## src/rtl/vdr_pkg.sv

```systemverilog
// shared constants for the vertex deduplication and remap block
package vdr_pkg;

  localparam int unsigned MAX_VERTICES_DEF = 1024;
  localparam int unsigned MAX_WORDS_DEF    = 64;

  localparam logic [31:0] MIX_MUL   = 32'h5bd1e995;
  localparam int unsigned MIX_SHIFT = 24;

  localparam logic [1:0] KIND_LOAD   = 2'd0;
  localparam logic [1:0] KIND_INDEX  = 2'd1;
  localparam logic [1:0] KIND_FINISH = 2'd2;
  localparam logic [1:0] KIND_START  = 2'd3;

  localparam int unsigned NUM_W = 11;

endpackage

```

## src/rtl/vdr_mix_mul.sv

```systemverilog
// shared multiply by the hash mix constant, low 32 bits
module vdr_mix_mul
  import vdr_pkg::*;
(
  input  logic [31:0] a,
  output logic [31:0] prod
);

  logic [63:0] full;

  assign full = a * MIX_MUL;
  assign prod = full[31:0];

endmodule

```

## config.mk

```make
export PLATFORM = sky130hd
export DESIGN_NAME = vdr_mix_mul
export DESIGN_NICKNAME = d
export VERILOG_FILES = /design/src/rtl/vdr_pkg.sv /design/src/rtl/vdr_mix_mul.sv
export SDC_FILE = /design/constraint.sdc
export NUM_CORES = 1
export LEC_CHECK = 0
export ABC_AREA = 1
export BUFFER_PORTS_ARGS = -buffer_cell sky130_fd_sc_hd__buf_2
export CAP_MARGIN = 20
export CORE_MARGIN = 5
export CORE_UTILIZATION = 40
export DETAILED_ROUTE_END_ITERATION = 6
export SYNTH_ARGS = -nofsm -noshare
export SYNTH_HDL_FRONTEND = slang
export SYNTH_SLANG_ARGS = --single-unit
```

## constraint.sdc

```tcl
create_clock -name vclk -period 12.14
set_clock_uncertainty 0.1 [all_clocks]
set_input_delay 0.607 -clock vclk [all_inputs]
set_output_delay 0.607 -clock vclk [all_outputs]
set_load 0.01 [all_outputs]
```

After elaboration in Yosys (flattened, before gate mapping)
Index checks and enable logic that the tools add are counted.
- output and inout port bits: 32
- bits in registers: 0
- bits of input ports: 32
- logic and storage cells: 1
- multipliers: 1
- operators with widths (kind ; number):
    multiplier 32 x 31 -> 32 bit, second input constant ; 1

Depth between registers and ports, before layout
Gate-level depths: netlist (run 1).
- depth after elaboration: 1
- mapped depth: 27
- gate-level depth less buffers: 27

Least setup slack after synthesis (run 1)
No wires, ideal clock.
- kind: in2out
- start point: input a[5]
- end point: output prod[31]
- path slack: 5568 ps
- cell stages on the path: 23
- data arrival time: 5865 ps
- cells stage by stage: inv_1 > fa_1 > inv_1 > fa_1 > inv_1 > fa_1 > inv_1 > fa_1 > fa_1 > fa_1 > fa_1 > inv_1 > fa_1 > inv_1 > ha_1 > inv_1 > nor3_1 > nand2_1 > nor2_1 > nor2_1 > nand2_1 > nand3_1 > nand2_1
- word-level cells in the longest chain between the ends: 1
- RTL lines (item ; RTL line ; text):
    from (decl) ; vdr_mix_mul.sv:5 ; input logic [31:0] a,
    multiplier 32 x 31 -> 32 bit ; vdr_mix_mul.sv:11 ; assign full = a * MIX_MUL;
    to (decl) ; vdr_mix_mul.sv:6 ; output logic [31:0] prod
No other way between the ends.

Worst setup path after layout (run 1)
Ends and elaborated chain as after synthesis.

==> flow_summary.json, run 1 <==
{
  "die_h_um": 164.4,
  "cts_setup_buffers": 0,
  "cts_resized": 0,
  "ff_latch_area_um2": 0,
  "worst_ep_required_time_ps": 11430,
  "overflow": 0,
  "hold_start": "a[1]",
  "syn2layout_area_growth_pct": 7.387,
  "drive_gt1_frac": 0.07238,
  "critPathSlowestCell": "fa_1",
  "routedWlPerCell_um": 14.97,
  "holdPathEnd": "prod[1]",
  "routed_wl_mm": 22.77,
  "crit_family": "adder cells",
  "seq_area_frac_synth": 0,
  "rows": 56,
  "antenna_found_initial": 0,
  "grt_max_degree": 14,
  "fin_cells": 1521,
  "antenna_left": 0,
  "worstSetupStartpointType": "input port",
  "drtPass1Iterations": 5,
  "cp_num_buf_inv": 10,
  "grt_pass1_wl_mm": 38.96,
  "finalHoldViolations": 0,
  "finalWeightedCongestion": 0.8852,
  "drv_slew": 0,
  "post-route-period-util": 0.6220,
  "drc": 0,
  "ys_types": 33,
  "netlist_area_um2": 9537,
  "synth_top_family_by_area": "adder cells",
  "cpPeakStageDelay_ps": 560,
  "core_um2": 23470,
  "maxCapViolCount": 0,
  "rsz0062_at_grt": "false",
  "synth_adder_area_share": 0.6633,
  "floorplan.initialDensity": 0.4063,
  "synth_compound_area_frac": 0.03109,
  "synth_warnings": 0,
  "grt_pass1_vias": 7712,
  "vias_per_cell": 4.540,
  "worst_slew_pin_slew_ps": 402.1,
  "hold_path_depth": 2,
  "critPathCaptureType": "output port",
  "dieArea_um2": 27030,
  "synth_xor_area_frac": 0.03031,
  "fp.dieW_um": 164.4,
  "period_needed_ps": 7551,
  "port-buffer-count": 64,
  "cp.arrival_ps": 6840,
  "fmax_mhz": 132.4,
  "place_inst": 1521,
  "relSlewSlack": 0.7319,
  "synth_nets": 1569,
  "critPathKind": "input port to output port",
  "syn_inst": 1140,
  "antennaDiodeCount": 0,
  "status": "finished clean",
  "ctsHoldBuffers": 0,
  "route.vias.total": 6906,
  "nClkBuffers": 0,
  "fill_cells": 2426,
  "grt_use_total": 0.1816,
  "design.seq.count": 0,
  "io-pin-count": 64,
  "synth_mux_area_frac": 0,
  "hpwlAfterDp_mm": 20.73,
  "path_max_fanout": 9,
  "yosys.area_share.simple": 0.1056,
  "synth_area_per_cell_um2": 8.365,
  "setup_viol": 0,
  "fin_setup_tns_ps": 0,
  "nets": 1633,
  "drt-initial-drc-count": 258,
  "worstHoldPathType": "input port to output port"
}
==> how the worst max path moves through the flow <==
stage,from,to,cells after the start
floorplan,a[5],prod[31],23
global placement,a[8],prod[26],28
detailed placement,a[8],prod[26],28
CTS,a[8],prod[26],28
global route,a[6],prod[31],26
finish,a[5],prod[31],26
==> layer usage <==
metal / up-vias / wire length [um] / GRT usage
met4: 0 / 257 / 0.01701
met2: 103 / 11260 / 0.3327
met1: 3327 / 10450 / 0.2445
met3: 15 / 793 / 0.01373
met5: - / 0 / 0
li1: 3461 / - / -
==> layout by cell type, fill, tap and decap left out, drive strengths merged, types with 2 or more instances in the layout <==
| cell | count |
|---|---|
| a211oi | 3 |
| a21o | 2 |
| a21oi | 24 |
| a31oi | 3 |
| buf | 64 |
| fa | 181 |
| ha | 216 |
| inv | 427 |
| nand2 | 158 |
| nand3 | 27 |
| nand3b | 2 |
| nand4 | 8 |
| nor2 | 32 |
| nor3 | 3 |
| o21ai | 12 |
| or2 | 2 |
| xnor2 | 9 |
| xor2 | 24 |
==> area by class of cell <==
class | instances | area [um^2] | area share
multi-input combinational | 711 | 7919 | 0.7732
timing repair buffer | 64 | 320.3 | 0.03128
tap | 319 | 399.1 | 0.03897
inverter | 427 | 1603 | 0.1565
==> cells in the mapped netlist <==
master    number  area (um^2)
or2_1          1        6.260
nand3_2        3        30.03
xnor2_1        9        78.83
o21bai_1       1        7.510
a21oi_1       19        95.09
nor2_2         3        18.77
nand2_2        4        25.02
nor2_1        29        108.9
o221ai_1       1        8.760
inv_1        424         1592
nand2_1      152        570.6
nand3_1       23        115.1
buf_4          2        15.01
o311ai_1       1        8.760
fa_1         181         3623
a21o_1         2        15.01
and3_1         1        6.260
a31oi_1        3        18.77
nand3_4        1        17.52
or2_0          1        6.260
o21ai_2        1        8.760
nand3b_1       2        15.01
ha_1         216         2703
o211ai_2       1        12.51
nor3_1         3        15.01
inv_2          3        11.26
nand2_4        2        22.52
nand4_1        8        50.05
a21oi_2        5        43.79
xor2_1        24        210.2
a211oi_1       3        22.52
o21ai_1        1        5.000
o21ai_0       10        50.05
==> cells by family after synthesis <==
| family | count (synthesis) |
|---|---|
| and+or+nand+nor | 233 |
| adders and majority gates | 397 |
| xor gates and xnor gates | 33 |
| buffers and inverters | 429 |
| AOI/OAI and AO/OA | 48 |
==> metrics by stage <==
| step | worst slack, ps | cell area [um^2] | util | hold WS (ps) |
|---|---|---|---|---|
| finish | 4589 | 10240 | 0.4363 | 1523 |
| CTS | 4650 | 10240 | 0.4363 | 1526 |
| floorplan | 5568 | 9537 | - | 1206 |
| detailed placement | 4659 | 10240 | 0.4363 | 1526 |
| global placement | 4606 | 10240 | 0.4363 | 1531 |
| global route | 4346 | 10240 | 0.4363 | 1536 |
Power of run 1 is left out: the tool's default activity adds up to more than one toggle a clock period on the data nets, which glitch-free logic cannot reach.
==> inputs of run 2 (changes only) <==
clock period = 6.1 ns   (was 12.14 ns; I/O delays follow)
==> run 2 against run 1 <==
Critical path depth down 1. Die area unchanged. Critical endpoint unchanged. Non-clock buffer count rose by 139. The flow now finishes with violations (negative setup slack).
==> flow_summary.json, run 2 (synthesis gave the netlist of run 1 again) <==
{
  "status": "finished with violations",
  "violations": "negative setup slack",
  "worstSetupStartpointType": "input port",
  "grt_pass1_wl_mm": 41.40,
  "fin_ws_ps": -195.4,
  "multi_input_area_um2": 8640,
  "core_um2": 23470,
  "drtPass1Iterations": 4,
  "path_max_fanout": 7,
  "design.seq.count": 0,
  "nets": 1772,
  "drt-initial-drc-count": 211,
  "critPathKind": "input port to output port",
  "fmax_mhz": 158.8,
  "fill_cells": 2210,
  "antenna_left": 0,
  "layout_common_cells": "376 x inv_1, 181 x ha_1, 170 x fa_1",
  "final_common_cell": "inv_1",
  "fp.dieW_um": 164.4,
  "maxCapViolCount": 0,
  "routed_wl_mm": 25.36,
  "grt_use_total": 0.1937,
  "overflow": 0,
  "ff_latch_area_um2": 0,
  "place_inst": 1639,
  "io-pin-count": 64,
  "period_needed_ps": 6295,
  "dieArea_um2": 27030,
  "worstHoldPathType": "input port to output port",
  "route.vias.total": 7586,
  "cp.arrival_ps": 5890,
  "syn2layout_area_growth_pct": 27.80,
  "nClkBuffers": 0,
  "grt_max_degree": 13,
  "rsz0062_at_grt": "true",
  "critPathCaptureType": "output port",
  "floorplan.initialDensity": 0.4063,
  "finalWeightedCongestion": 0.9375,
  "setup_viol": 7,
  "post-route-period-util": 1.032,
  "vias_per_cell": 4.570,
  "worst_ep_required_time_ps": 5690,
  "worst_slew_pin_slew_ps": 443.5,
  "routedWlPerCell_um": 15.28,
  "drive_gt1_frac": 0.2759,
  "die_h_um": 164.4,
  "antennaDiodeCount": 0,
  "antenna_found_initial": 0,
  "fin_cells": 1660,
  "grt_pass1_vias": 8276,
  "relSlewSlack": 0.7029,
  "drv_slew": 0,
  "drc": 0,
  "port-buffer-count": 64,
  "finalHoldViolations": 0,
  "ctsHoldBuffers": 0,
  "rows": 56,
  "hpwlAfterDp_mm": 22.90,
  "post-place-ws_ps": -468.8
}
run 2: cell types whose count changed in the layout (fill, tap and decap cells not counted), moves of 19 or more:
cell     previous run  this run
buf_4               0       129
inv_1             424       376
inv_2               3        45
ha_1              216       181
ha_4                0        28
nand2_1           152       133
run 2: stage by stage:
step	util	hold slack, ps	cell area, um^2	TNS [ps]
detailed placement	0.4746	848.0	11140	-3541
global route	0.5192	826.1	12190	-3188
finish	0.5192	811.9	12190	-641.0
global placement	0.4746	850.7	11140	-3215
CTS	0.5033	848.9	11810	-900.0
floorplan	-	601.8	9537	0
run 2: final cells by class:
type | count | area share
Timing Repair Buffer | 203 | 0.1249
Inverter | 427 | 0.1335
Tap cell | 319 | 0.03275
Multi-Input combinational cell | 711 | 0.7089
run 2: per-layer routing:
| metal | vias up | GRT usage | part of all wire | routed length [um] |
|---|---|---|---|---|
| met1 | 3696 | 0.2505 | 0.44 | 11050 |
| met4 | 0 | 0.03667 | 0.028 | 706 |
| met5 | - | 0 | 0 | 0 |
| met2 | 110 | 0.3655 | 0.52 | 13060 |
| met3 | 36 | 0.004243 | 0.021 | 535 |
| li1 | 3744 | - | - | - |
run 2: timing repair:
item,CTS,global route
setup buffers,8,14
resized for setup,144,80
pin swaps,92,71
endpoints found under the setup margin,12,12
run 2: path summary, 6_finish.rpt:
path | endpoint | slack (ps) | startpoint | cells past startpoint
max | prod[31] | -200 | a[9] | 25
min | prod[1] | 810 | a[1] | 2
run 2: critical path: stages:
cell and delay (ps):
buf_8 100, buf_8 140, fa_1 500, ha_1 300, inv_1 50, fa_2 520
inv_2 40, fa_1 450, fa_2 580, fa_1 450, fa_1 510, inv_2 40
fa_1 490, inv_2 50, ha_4 230, a21oi_4 140, nor2_1 40, or2_1 260
nand2_2 110, o311ai_4 90, nor2_2 100, nand2_2 120, nand3_2 90, nand2_1 50
buf_2 130
Power of run 2 is left out for the same reason.
